[config.mk]
export PLATFORM = sky130hd
export DESIGN_NAME = chm_mod
export DESIGN_NICKNAME = d
export VERILOG_FILES = /design/src/rtl/core/chained_hash_map_engine_macros.svh /design/src/rtl/core/chm_pkg.sv /design/src/rtl/core/chm_mod.sv
export SDC_FILE = /design/constraint.sdc
export NUM_CORES = 1
export LEC_CHECK = 0
export BUFFER_PORTS_ARGS = -buffer_cell sky130_fd_sc_hd__buf_2
export CAP_MARGIN = 20
export CORE_MARGIN = 1.5
export CORE_UTILIZATION = 61
export DETAILED_ROUTE_END_ITERATION = 16
export PLACE_DENSITY = 0.85
export SLEW_MARGIN = 0
export SYNTH_ARGS = -nofsm -noshare
export SYNTH_HDL_FRONTEND = slang
export SYNTH_SLANG_ARGS = --single-unit
[constraint.sdc]
create_clock -name clk_i -period 6.49 [get_ports clk_i]
set_input_delay 0.9735 -clock clk_i [delete_from_list [all_inputs] [get_ports clk_i]]
set_output_delay 0.9735 -clock clk_i [all_outputs]
set_load 0.01 [all_outputs]
[src/rtl/core/chained_hash_map_engine_macros.svh]
// Assertion macros for the chained hash map engine.
// Each macro expects clk_i and rst_ni in the enclosing module's scope.
`ifndef CHAINED_HASH_MAP_ENGINE_MACROS_SVH
`define CHAINED_HASH_MAP_ENGINE_MACROS_SVH
`ifndef NO_ASSERTIONS
`define CHM_ASSERT(lbl, prop) \
  lbl: assert property (@(posedge clk_i) disable iff (!rst_ni) (prop)) \
    else $error("chm assertion failed");
`define CHM_ASSERT_NEXT(lbl, ante, cons) \
  lbl: assert property (@(posedge clk_i) disable iff (!rst_ni) (ante) |=> (cons)) \
    else $error("chm assertion failed");
`else
`define CHM_ASSERT(lbl, prop)
`define CHM_ASSERT_NEXT(lbl, ante, cons)
`endif
`endif

[src/rtl/core/chm_pkg.sv]
// Shared types and constants of the chained hash map engine.
// No dependencies.
`default_nettype none
package chm_pkg;
  localparam int KEY_W   = 32;
  localparam int VAL_W   = 32;
  localparam int TOT_W   = 13;
  localparam int CFG_W   = 9;
  localparam int DIV_STEPS = 16;   // two remainder bits per cycle over 32 key bits
  localparam int FILL_NUM = 5;     // 0.8 fill limit as (count+1)*5 < buckets*factor*4
  localparam int FILL_DEN = 4;
  localparam logic [CFG_W-1:0] BUCKETS_RESET = 9'd256;
  localparam logic REG_BUCKET_COUNT = 1'b0;

  typedef enum logic [2:0] {
    ST_INSERTED = 3'd0,
    ST_UPDATED  = 3'd1,
    ST_FULL     = 3'd2,
    ST_HIT      = 3'd3,
    ST_MISS     = 3'd4
  } chm_status_e;

  typedef enum logic [3:0] {
    S_CLEAR, S_IDLE, S_DIV, S_HEAD_RD, S_HEAD, S_WALK, S_RES, S_LINK, S_OUT
  } chm_state_e;

  typedef struct packed {
    logic             done;
    logic [CFG_W-1:0] rem;
  } chm_div_t;
endpackage
`default_nettype wire

[src/rtl/core/chm_mod.sv]
// Key modulo bucket count, radix-4 restoring remainder: 16 steps, done flagged together
// with the registered result of the last step. Depends on chm_pkg.
`default_nettype none
module chm_mod (
  input  logic                  clk_i,
  input  logic                  rst_ni,
  input  logic                  start_i,
  input  logic [31:0]           key_i,
  input  logic [8:0]            nb_i,
  output chm_pkg::chm_div_t     div_o
);
  import chm_pkg::*;

  logic             busy_q;
  logic             done_q;
  logic [3:0]       cnt_q;
  logic [KEY_W-1:0] shift_q;
  logic [CFG_W-1:0] rem_q;
  logic [CFG_W-1:0] rem_d;

  always_comb begin
    logic [CFG_W:0] t;
    rem_d = rem_q;
    for (int i = 0; i < 2; i++) begin
      t = {rem_d, shift_q[KEY_W-1-i]};
      if (t >= {1'b0, nb_i}) begin
        rem_d = CFG_W'(t - {1'b0, nb_i});
      end else begin
        rem_d = t[CFG_W-1:0];
      end
    end
  end

  always_ff @(posedge clk_i or negedge rst_ni) begin
    if (!rst_ni) begin
      busy_q <= 1'b0;
      done_q <= 1'b0;
      cnt_q  <= '0;
    end else begin
      done_q <= !start_i && busy_q && (cnt_q == 4'(DIV_STEPS - 1));
      if (start_i) begin
        busy_q <= 1'b1;
        cnt_q  <= '0;
      end else if (busy_q) begin
        cnt_q <= cnt_q + 4'd1;
        if (cnt_q == 4'(DIV_STEPS - 1)) begin
          busy_q <= 1'b0;
        end
      end
    end
  end

  always_ff @(posedge clk_i) begin
    if (start_i) begin
      shift_q <= key_i;
      rem_q   <= '0;
    end else if (busy_q) begin
      shift_q <= {shift_q[KEY_W-3:0], 2'b00};
      rem_q   <= rem_d;
    end
  end

  assign div_o = '{done: done_q, rem: rem_q};
endmodule
`default_nettype wire

==> impl_metrics.env, run 1 <==
export IMPL_critical_path_reg2reg_endpoint="rem_q[7]"
export IMPL_cts_root_buffer_cell="clkbuf_8"
export IMPL_via_count_of_the_first_global_routing_pass=2024
export IMPL_fill_cells=365
export IMPL_ant_nets=0
export IMPL_max_clock_freq_mhz=199
export IMPL_asyncSetResetFlopFracSynth_pct=12.8
export IMPL_post_cts_resized=0
export IMPL_post_drt_wl_per_cell_um=15.6
export IMPL_routed_via_density=5.73
export IMPL_critPathMaxFanout=11
export IMPL_floorplan_initialDensity_pct=63.4
export IMPL_post_synth_inst_count=263
export IMPL_synthMuxAreaShare_pct=15.3
export IMPL_path_class="input pin to flop"
export IMPL_drc=0
export IMPL_worst_pin_slew_ns=1.05
export IMPL_power_density_cell_area_mw_per_mm2=401
export IMPL_critPathCapture="rem_q[7]"
export IMPL_timing_max_slew_rel_slack_pct=29.7
export IMPL_synth_compound_area_share_pct=15.6
export IMPL_postSynth_topFlopCell="edfxtp_1"
export IMPL_drt_total_wl_um=5900
export IMPL_antenna_cells_inserted=0
export IMPL_status="finished clean"
export IMPL_synth_edff_count=32
export IMPL_ir_worst_vdd_mv=0.233
export IMPL_clock_sinks=47
export IMPL_report_final_hold_viol_count=0
export IMPL_grt_util_all_layers_pct=22.7
export IMPL_worst_clock_skew_ns=0.00959
export IMPL_first_pass_iters=4
export IMPL_multi_input_area_mm2=0.00160
export IMPL_grt_antenna_before_repair=0
export IMPL_synth_cell_types=54
export IMPL_clk_insertion_delay_late_ns=0.30
export IMPL_min_period_over_period_pct=77.6
export IMPL_post_cts_hold_buffer_count=0
export IMPL_ys_seq_elements=47
export IMPL_area_growth_synth_to_final_pct=12.1
export IMPL_setup_violations=0
export IMPL_cp_launch_point="nb_i[0]"
export IMPL_netlist_area_pre_place_mm2=0.00302
export IMPL_synth_adder_area_share_pct=9.21
export IMPL_crit_reg2reg_launch="shift_q[31]"
export IMPL_dieArea_mm2=0.00538
export IMPL_route_vias_total=2172
export IMPL_setup_tns_ns=0
export IMPL_grt_pass1_wl_um=9270
export IMPL_finalWorstSetupSlack_ns=1.45
export IMPL_nature_of_the_critical_path_endpoint="flop"
export IMPL_cp_data_required_time_ns=6.68
export IMPL_placement_io_buffers=53
export IMPL_clock_buffers_created_by_tritoncts=5
export IMPL_core_area_mm2=0.00475
export IMPL_post_route_cells_drive_above_1_share_pct=32.7
export IMPL_post_route_util_pct=71.1
export IMPL_cts_tree="yes"
export IMPL_grt_start_max_net_pins=49
export IMPL_drv_slew=0
export IMPL_postSynthAreaPerCell_um2=11.5
export IMPL_die_w_um=73.3
export IMPL_final_period_minus_worst_setup_slack_ns=5.04
export IMPL_drt_initial_drc_count=108
export IMPL_htree_num_levels=2
export IMPL_grt_overflow_total=0
export IMPL_dp_slack_ns=1.23
export IMPL_io_pin_count=54
export IMPL_yosysWarningCount=0
export IMPL_arrival_ns=5.23
export IMPL_yosysSeqAreaShare_pct=42.8
export IMPL_reg2reg_setup_slack_ns=1.78
export IMPL_area_share_of_xor_xnor_cells_in_the_synthesized_design_pct=2.90
export IMPL_clk_pin_slew_ns=0.09
export IMPL_critical_path_startpoint_type="input pin"
export IMPL_detailed_place_hpwl_um=4430
export IMPL_placed_cells=371
export IMPL_gpl_final_weighted_congestion=0.931
export IMPL_seqCellArea_mm2=0.00129
export IMPL_finalNonFillerCells=379
export IMPL_min_delay_path_class="input pin to asynchronous set/reset pin"
export IMPL_worstRegToRegCells=15
export IMPL_fp_row_count=25
export IMPL_drv_max_cap_violation_count=0
export IMPL_nets=376
export IMPL_synthSimpleGateAreaFrac_pct=10.1
export IMPL_clock_path_buffers=2
export IMPL_fin_total_pwr_w=0.00136
export IMPL_grt_setup_unrepaired="no"
export IMPL_postCtsSetupRepairBufs=0
export IMPL_leakage_nw=1.48
export IMPL_chipHeight_um=73.3
export IMPL_synthesis_nets=328
export IMPL_synth_top_family_by_area="compound AO/OA/AOI/OAI gates"
## worst min path at each step
stage and endpoint:
6_report cnt_q[2], 5_1_grt cnt_q[2], 4_1_cts cnt_q[2], 3_5_place_dp rem_q[8], 3_3_place_gp rem_q[8], 2_1_floorplan cnt_q[3]
## synthesized netlist by cell type, drive strengths merged (7+ instances only)
| cell | number | share of area [%] |
|---|---|---|
| edfxtp | 32 | 32 |
| mux2i | 8 | 2.7 |
| nor2 | 24 | 3.0 |
| buf | 7 | 1.7 |
| inv | 14 | 1.7 |
| a21oi | 8 | 1.3 |
| mux2 | 34 | 13 |
| ha | 19 | 7.9 |
| a211oi | 8 | 2.2 |
| dfxtp | 9 | 6.0 |
## through the flow
step / cell area (um2) / hold slack, ns
final: 3380 / 0.485
after global routing: 3380 / 0.490
after CTS: 3380 / 0.481
after detailed placement: 3300 / 0.522
after global placement: 3300 / 0.517
after floorplan: 3020 / 0.505
## worst max-delay path, cell delays in order
cell and delay (ns):
buf_2 0.10, ha_1 0.17, inv_1 0.06, fa_1 0.42, a211oi_2 0.23, o211a_1 0.23, o21a_1 0.49, mux2_2 0.41
ha_1 0.35, a21oi_1 0.28, a21oi_1 0.12, o31ai_1 0.32, o311ai_2 0.40, a211o_1 0.37, a311oi_2 0.29
## report_power, final
| part | switching (W) | internal (W) | total, W |
|---|---|---|---|
| sequential | 0.0000334 | 0.000367 | 0.000401 |
| clock | 0.0000963 | 0.0000763 | 0.000173 |
| combinational | 0.000428 | 0.000356 | 0.000784 |
## per-layer routing
layer  GRT usage (%)  part of all wire [%]  vias to the layer above
met3            5.08                   4.4                       10
met2            34.6                    48                       52
met4            6.38                   1.4                        0
met1            32.9                    46                     1025
met5               0                     0                        -
li1                -                     -                     1085
## state kept, by name, indices dropped and copies added (netlist names)
signal   cells
rem_q        9
done_q       1
cnt_q        4
busy_q       1
shift_q     32
## placed cells by master (no fill, tap or decap), types with 4 or more instances in the layout
cell	netlist	final
mux2i_1	8	8
o211ai_1	5	5
nand3_1	6	6
a21o_1	5	5
edfxtp_1	32	32
nor3_1	6	6
clkbuf_8	0	5
a21oi_1	8	8
nor2_1	24	24
xnor2_1	4	4
inv_1	14	14
a211oi_1	7	7
xor2_1	6	6
dfxtp_1	9	9
dfrtp_1	6	6
o21a_1	4	4
buf_2	1	53
ha_1	19	19
nand4_1	4	4
nand2b_1	5	5
mux2_2	33	33
nand2_1	5	5
## final cells by class
class | count | share of cell area, %
tap | 67 | 2.48
sequential | 47 | 38.2
inverter | 14 | 1.55
clock buffer | 6 | 2.15
clock inverter | 2 | 0.370
multi-input combinational | 190 | 47.4
timing repair buffer | 53 | 7.84
## kinds of logic (layout without fill, tap and decap cells)
logic type	count (synthesis)	count (layout)
compound gates	55	55
xor+xnor	10	10
simple gates	62	62
flops	47	47
buf+inv	26	75
mux	42	42
fa+ha+maj	21	21
No activity file was read; power rests on OpenSTA's default activity.
==> run 2: changes to the inputs <==
ABC_AREA = 1   (was default)
CORE_UTILIZATION = 51   (was 61)
PLACE_DENSITY = 0.75   (was 0.85)
clock period = 4.1 ns   (was 6.49 ns; I/O delays follow)
==> run 2 against run 1 <==
Compared with the run above: worst setup slack lost 0.80 ns; synthesized area up 4.1%; core utilization decreased by 12 points; clock-buffer cell count is the same; sequential cell count is the same; design area is 4.1% higher; register-to-register slack got worse by 1.1 ns; clock power grew 68%; synthesized cell count grew 55%; cell count rose by 41%; clock skew increased by 0.0010 ns; critical path type is now flop to flop; largest power group unchanged.
==> impl_metrics.env, run 2 <==
export IMPL_ys_seq_elements=47
export IMPL_fill_cells=573
export IMPL_most_common_cell_after_layout_fill_and_taps_aside="nand2_1"
export IMPL_largestRegisters="shift_q: 32 flops, rem_q: 9 flops, cnt_q: 4 flops"
export IMPL_worst_pin_slew_ns=0.876
export IMPL_drc=0
export IMPL_timing_max_slew_rel_slack_pct=41.5
export IMPL_first_pass_iters=7
export IMPL_postPlaceCellArea_mm2=0.00343
export IMPL_setup_violations=0
export IMPL_drv_max_cap_violation_count=0
export IMPL_core_area_mm2=0.00592
export IMPL_io_pin_count=54
export IMPL_worst_clock_skew_ns=0.0106
export IMPL_route_vias_total=2644
export IMPL_synthesis_nets=473
export IMPL_postSynthAreaPerCell_um2=7.69
export IMPL_max_clock_freq_mhz=290
export IMPL_drt_total_wl_um=6490
export IMPL_grt_setup_unrepaired="no"
export IMPL_status="finished clean"
export IMPL_postCtsSetupRepairBufs=0
export IMPL_clk_pin_slew_ns=0.10
export IMPL_post_drt_wl_per_cell_um=12.2
export IMPL_min_period_over_period_pct=84.1
export IMPL_postSynth_topFlopCell="edfxtp_1"
export IMPL_power_density_cell_area_mw_per_mm2=708
export IMPL_dieArea_mm2=0.00663
export IMPL_post_cts_hold_buffer_count=0
export IMPL_yosysWarningCount=0
export IMPL_grt_start_max_net_pins=36
export IMPL_fin_total_pwr_w=0.00249
export IMPL_critical_path_max_stage_delay_ns=0.44
export IMPL_clock_sinks=47
export IMPL_synth_edff_count=32
export IMPL_ir_worst_vdd_mv=0.352
export IMPL_grt_util_all_layers_pct=22.1
export IMPL_post_synth_top_area_fraction_pct=30.6
export IMPL_cts_tree="yes"
export IMPL_drv_slew=0
export IMPL_report_final_hold_viol_count=0
export IMPL_nets=523
export IMPL_largest_reg_flops=32
export IMPL_yosys_top_cells_area="edfxtp_1 (31%), nand2_1 (21%), ha_1 (7.6%)"
export IMPL_routed_via_density=4.95
export IMPL_gpl_final_weighted_congestion=0.938
export IMPL_clk_insertion_delay_late_ns=0.31
export IMPL_asyncSetResetFlopFracSynth_pct=12.8
export IMPL_fp_row_count=28
export IMPL_path_class="flop to flop"
export IMPL_critPathMostFrequentCell="nand2_1"
export IMPL_yosysMostFrequentCell="nand2_1"
export IMPL_post_cts_resized=0
export IMPL_final_cell_mix="nand2_1 (174), inv_1 (54), buf_2 (53), edfxtp_1 (32), nand3_1 (21)"
export IMPL_crit_reg2reg_launch="shift_q[31]"
export IMPL_post_route_cells_drive_above_1_share_pct=19.2
export IMPL_clock_path_buffers=2
export IMPL_chipHeight_um=81.5
export IMPL_grt_pass1_wl_um=11300
export IMPL_ant_nets=0
export IMPL_drt_initial_drc_count=134
export IMPL_nature_of_the_critical_path_endpoint="flop"
export IMPL_floorplan_initialDensity_pct=53.0
export IMPL_grt_antenna_before_repair=0
export IMPL_yosysSeqAreaShare_pct=41.1
export IMPL_clock_buffers_created_by_tritoncts=5
export IMPL_netlist_area_pre_place_mm2=0.00314
export IMPL_die_w_um=81.5
export IMPL_cts_root_buffer_cell="clkbuf_8"
export IMPL_detailed_place_hpwl_um=4960
export IMPL_reg2reg_setup_slack_ns=0.65
export IMPL_via_count_of_the_first_global_routing_pass=2610
export IMPL_min_delay_path_class="input pin to asynchronous set/reset pin"
export IMPL_htree_num_levels=2
export IMPL_synth_cell_types=34
export IMPL_top_register="shift_q"
export IMPL_leakage_nw=1.94
export IMPL_critical_path_startpoint_type="flop"
export IMPL_worstRegToRegCells=21
export IMPL_final_period_minus_worst_setup_slack_ns=3.45
export IMPL_setup_tns_ns=0
export IMPL_grt_overflow_total=0
export IMPL_critical_path_s_slowest_cell="fa_1"
export IMPL_area_growth_synth_to_final_pct=12.2
export IMPL_cp_data_required_time_ns=4.31
export IMPL_placement_io_buffers=53
export IMPL_critPathMaxFanout=13
export IMPL_arrival_ns=3.65
export IMPL_critical_path_reg2reg_endpoint="rem_q[4]"
export IMPL_post_synth_inst_count=408
export IMPL_synth_top_cell_by_area="edfxtp_1"
export IMPL_antenna_cells_inserted=0
export IMPL_layout_cell_area_non_filler_mm2=0.00352
export IMPL_synth_cells_most_frequent="nand2_1 (174), inv_1 (54), edfxtp_1 (32), nand3_1 (21), ha_1 (19)"
export IMPL_crit_chain="inv_1, ha_1, inv_1, fa_1, nand2_1, nand3_2, nand2_2, nand2_4, o21ai_2, inv_1, fa_1, nand3_1, nand3_1, nand2_1, nand2_1, a21oi_2, nand2_2, nor2_8, nand2_1, nand3_1, nand2_1"
run 2: per-layer routing:
metal,vias up,routed length (um),track usage [%]
met2,65,3170,38.5
met3,6,298,3.00
met4,0,71,8.45
met1,1183,2960,27.8
met5,-,0,0
li1,1390,-,-
run 2: where the power goes:
group / internal [W] / total [W] / switching, W
Combinational: 0.000602 / 0.00156 / 0.000956
Clock: 0.000123 / 0.000290 / 0.000167
Sequential: 0.000585 / 0.000646 / 0.0000613
Total: 0.00131 / 0.00249 / 0.00118
run 2: layout make-up:
cell class | instances | area (um2) | share of cell area (%)
Sequential cell | 47 | 1290 | 36.7
Inverter | 55 | 206 | 5.86
Timing Repair Buffer | 54 | 273 | 7.74
Clock buffer | 6 | 72.6 | 2.06
Clock inverter | 2 | 16.3 | 0.462
Multi-Input combinational cell | 295 | 1570 | 44.5
Tap cell | 75 | 93.8 | 2.66
run 2: worst max-delay path by stage:
stage | from | endpoint | slack, ns
final | shift_q[31] | rem_q[4] | 0.65
after global routing | shift_q[31] | rem_q[6] | 0.31
after CTS | shift_q[31] | rem_q[0] | 0.66
after detailed placement | nb_i[0] | rem_q[5] | 0.43
after global placement | nb_i[0] | rem_q[0] | 0.54
after floorplan | nb_i[0] | rem_q[0] | 0.76
run 2: cell families (layout without fill, tap and decap cells):
family	Yosys count	count (layout)	synth area share [%]
simple gates	238	238	33.0
buf+inv	66	117	8.89
flops	47	47	41.1
compound gates	25	25	5.02
fa+ha+maj	21	21	8.85
xor+xnor	11	11	3.07
run 2: worst max-delay path, delay by kind of cell (launching register included):
family	cells	cell delay (ns)
adders and majority gates	3	1.02
DFF	1	0.43
buffers and inverters	3	0.23
AOI/OAI and AO/OA	2	0.34
and+or+nand+nor	13	1.32
run 2: per-stage QoR:
stage / setup slack [ns] / cells / util (%) / hold slack [ns]
floorplan: 0.763 / 408 / - / 0.319
global placement: 0.535 / 526 / 58.0 / 0.441
detailed placement: 0.427 / 526 / 58.0 / 0.445
CTS: 0.665 / 534 / 59.5 / 0.111
global route: 0.313 / 534 / 59.5 / 0.115
finish: 0.652 / 534 / 59.5 / 0.114
==> run 3: changes to the inputs <==
CORE_UTILIZATION = 57   (was 51)
PLACE_DENSITY = 0.8   (was 0.75)
clock period = 3.4 ns   (was 4.1 ns; I/O delays follow)
==> run 3 against run 2 <==
Compared with the run above: the flow now finishes with violations (negative hold slack); hold slack got worse by 0.12 ns; register-to-register slack got worse by 0.44 ns; highest routed layer unchanged; sequential cell count did not move; combinational power rose by 42%; clock skew rose by 0.0017 ns; fmax rose by 8.0%; critical endpoint is now rem_q[5]; core utilization rose by 13 points; total power rose by 40%; non-clock buffer count rose by 16; global-route usage rose by 1.4 points; routed wire length rose by 4.0%.
==> impl_metrics.env, run 3 (same netlist as run 2, synthesis figures left out) <==
export IMPL_routed_via_density=5.12
export IMPL_critPathMaxFanout=5
export IMPL_post_route_util_pct=72.3
export IMPL_p_seq_share_pct=22.1
export IMPL_first_pass_iters=4
export IMPL_power_density_cell_area_mw_per_mm2=928
export IMPL_power_report_internal_total_w=0.00194
export IMPL_power_switching_fraction_pct=44.4
export IMPL_post_route_cells_drive_above_1_share_pct=24.1
export IMPL_final_cell_mix="nand2_1 (173), inv_1 (54), buf_2 (53), edfxtp_1 (32), nand3_1 (20)"
export IMPL_drt_initial_drc_count=186
export IMPL_dieArea_mm2=0.00596
export IMPL_largest_reg_flops=32
export IMPL_core_area_mm2=0.00520
export IMPL_floorplan_initialDensity_pct=60.3
export IMPL_power_clock_fraction_pct=14.4
export IMPL_nets=541
export IMPL_clock_path_buffers=2
export IMPL_drc=0
export IMPL_ir_worst_vdd_mv=0.483
export IMPL_drt_total_wl_um=6760
export IMPL_setup_violations=0
export IMPL_min_delay_path_class="input pin to asynchronous set/reset pin"
export IMPL_clk_pin_slew_ns=0.10
export IMPL_grt_util_all_layers_pct=23.5
export IMPL_seqCellArea_mm2=0.00129
export IMPL_detailed_place_hpwl_um=4950
export IMPL_timing_hold_ws_ns=-0.00353
export IMPL_cp_data_required_time_ns=3.60
export IMPL_via_count_of_the_first_global_routing_pass=2653
export IMPL_htree_num_levels=2
export IMPL_grt_overflow_total=0
export IMPL_cts_root_buffer_cell="clkbuf_8"
export IMPL_clock_sinks=47
export IMPL_clk_insertion_delay_late_ns=0.31
export IMPL_drv_max_cap_violation_count=0
export IMPL_grt_pass1_wl_um=11300
export IMPL_min_period_over_period_pct=93.9
export IMPL_drv_slew=0
export IMPL_ant_nets=0
export IMPL_gpl_final_weighted_congestion=0.932
export IMPL_cts_tree="yes"
export IMPL_clock_buffers_created_by_tritoncts=5
export IMPL_grt_start_max_net_pins=36
export IMPL_area_growth_synth_to_final_pct=19.9
export IMPL_route_vias_total=2798
export IMPL_post_drt_wl_per_cell_um=12.3
export IMPL_fp_row_count=26
export IMPL_path_class="flop to flop"
export IMPL_status="finished with violations"
export IMPL_io_pin_count=54
export IMPL_placement_io_buffers=53
export IMPL_timing_max_slew_rel_slack_pct=41.1
export IMPL_multi_input_area_mm2=0.00165
export IMPL_arrival_ns=3.40
export IMPL_most_common_cell_after_layout_fill_and_taps_aside="nand2_1"
export IMPL_violations="negative hold slack"
export IMPL_worst_pin_slew_ns=0.882
export IMPL_final_period_minus_worst_setup_slack_ns=3.19
export IMPL_report_final_hold_viol_count=6
export IMPL_chipHeight_um=77.2
export IMPL_fin_total_pwr_w=0.00349
export IMPL_largestRegisters="shift_q: 32 flops, rem_q: 9 flops, cnt_q: 4 flops"
export IMPL_top_register="shift_q"
export IMPL_comb_power_share_pct=63.5
export IMPL_fill_cells=420
export IMPL_max_clock_freq_mhz=313
export IMPL_critical_path_startpoint_type="flop"
export IMPL_grt_antenna_before_repair=0
export IMPL_worst_clock_skew_ns=0.0123
export IMPL_antenna_cells_inserted=0
export IMPL_leakage_nw=2.07
export IMPL_net_switching_power_w=0.00155
export IMPL_nature_of_the_critical_path_endpoint="flop"
export IMPL_die_w_um=77.2
==> run 3: cell types whose count changed in the layout (fill, tap and decap cells not counted), moves of 2 or more <==
cell	delta
fa_1	-2
buf_4	+16
fa_2	+2
ha_4	+3
bufinv_16	+2
ha_1	-3
==> run 3: critical path, cell delays in order (launching register included) <==
cell,delay [ns]
edfxtp_1,0.40
inv_1,0.08
ha_1,0.16
inv_1,0.07
fa_2,0.34
nand2_1,0.08
nand3_2,0.10
nand2_4,0.11
nand2_4,0.07
buf_4,0.15
nand2_2,0.06
nand2_2,0.05
inv_1,0.11
ha_4,0.22
nand2_2,0.07
inv_1,0.06
a21oi_2,0.14
nand2_1,0.09
a21oi_2,0.20
nand2_2,0.14
nor2_8,0.16
nand2_1,0.07
nand3_1,0.09
nand2_1,0.06
==> run 3: layout make-up <==
class                   instances  share of cell area, %
clock buffers                   5                   1.83
clock inverters                 3                   1.89
inverters                      55                   5.49
multi-input cells             297                   43.7
flip-flops and latches         47                   34.3
well taps                      70                   2.33
repair buffers                 70                   10.4
==> run 3: through the flow <==
stage	setup TNS (ns)	std cells	area (um2)	setup slack (ns)
finish	0	547	3760	0.207
global route	-0.311	547	3760	-0.0568
CTS	0	543	3670	0.100
detailed placement	-0.0763	535	3530	-0.0231
global placement	0	535	3530	0.0440
floorplan	0	408	3140	0.168
==> run 3: power by group through the flow <==
stage / clock network [W] / registers, W / logic (W)
after global placement: 0 / 0.000778 / 0.00198
after detailed placement: 0 / 0.000781 / 0.00201
final: 0.000504 / 0.000772 / 0.00222
after CTS: 0.000507 / 0.000768 / 0.00204
after global routing: 0.000526 / 0.000783 / 0.00246
after floorplan: 0 / 0.000793 / 0.00151
==> run 3: final timing paths <==
check / startpoint / end / slack, ns / cells after the start
min in group clk_i: key_i[1] / shift_q[1] / 0.45 / 3
worst min register to register: rem_q[5] / rem_q[5] / 0.48 / 2
max in group asynchronous: rst_ni / cnt_q[0] / 3.27 / 1
worst max-delay path: shift_q[31] / rem_q[5] / 0.21 / 23
worst min-delay path: rst_ni / done_q / -0.004 / 1
worst max register to register: shift_q[31] / rem_q[5] / 0.21 / 23
==> run 3: per-layer routing <==
layer	wire (um)	global-route usage, %	vias up
li1	-	-	1428
met1	3010	30.1	1284
met2	3330	40.0	74
met3	295	3.69	12
met4	124	8.55	0
met5	0	0	-
==> run 3: what timing repair did <==
action,CTS,global route
setup buffers,0,2
setup endpoints to repair,0,9
hold buffers,0,0
resized for setup,0,10
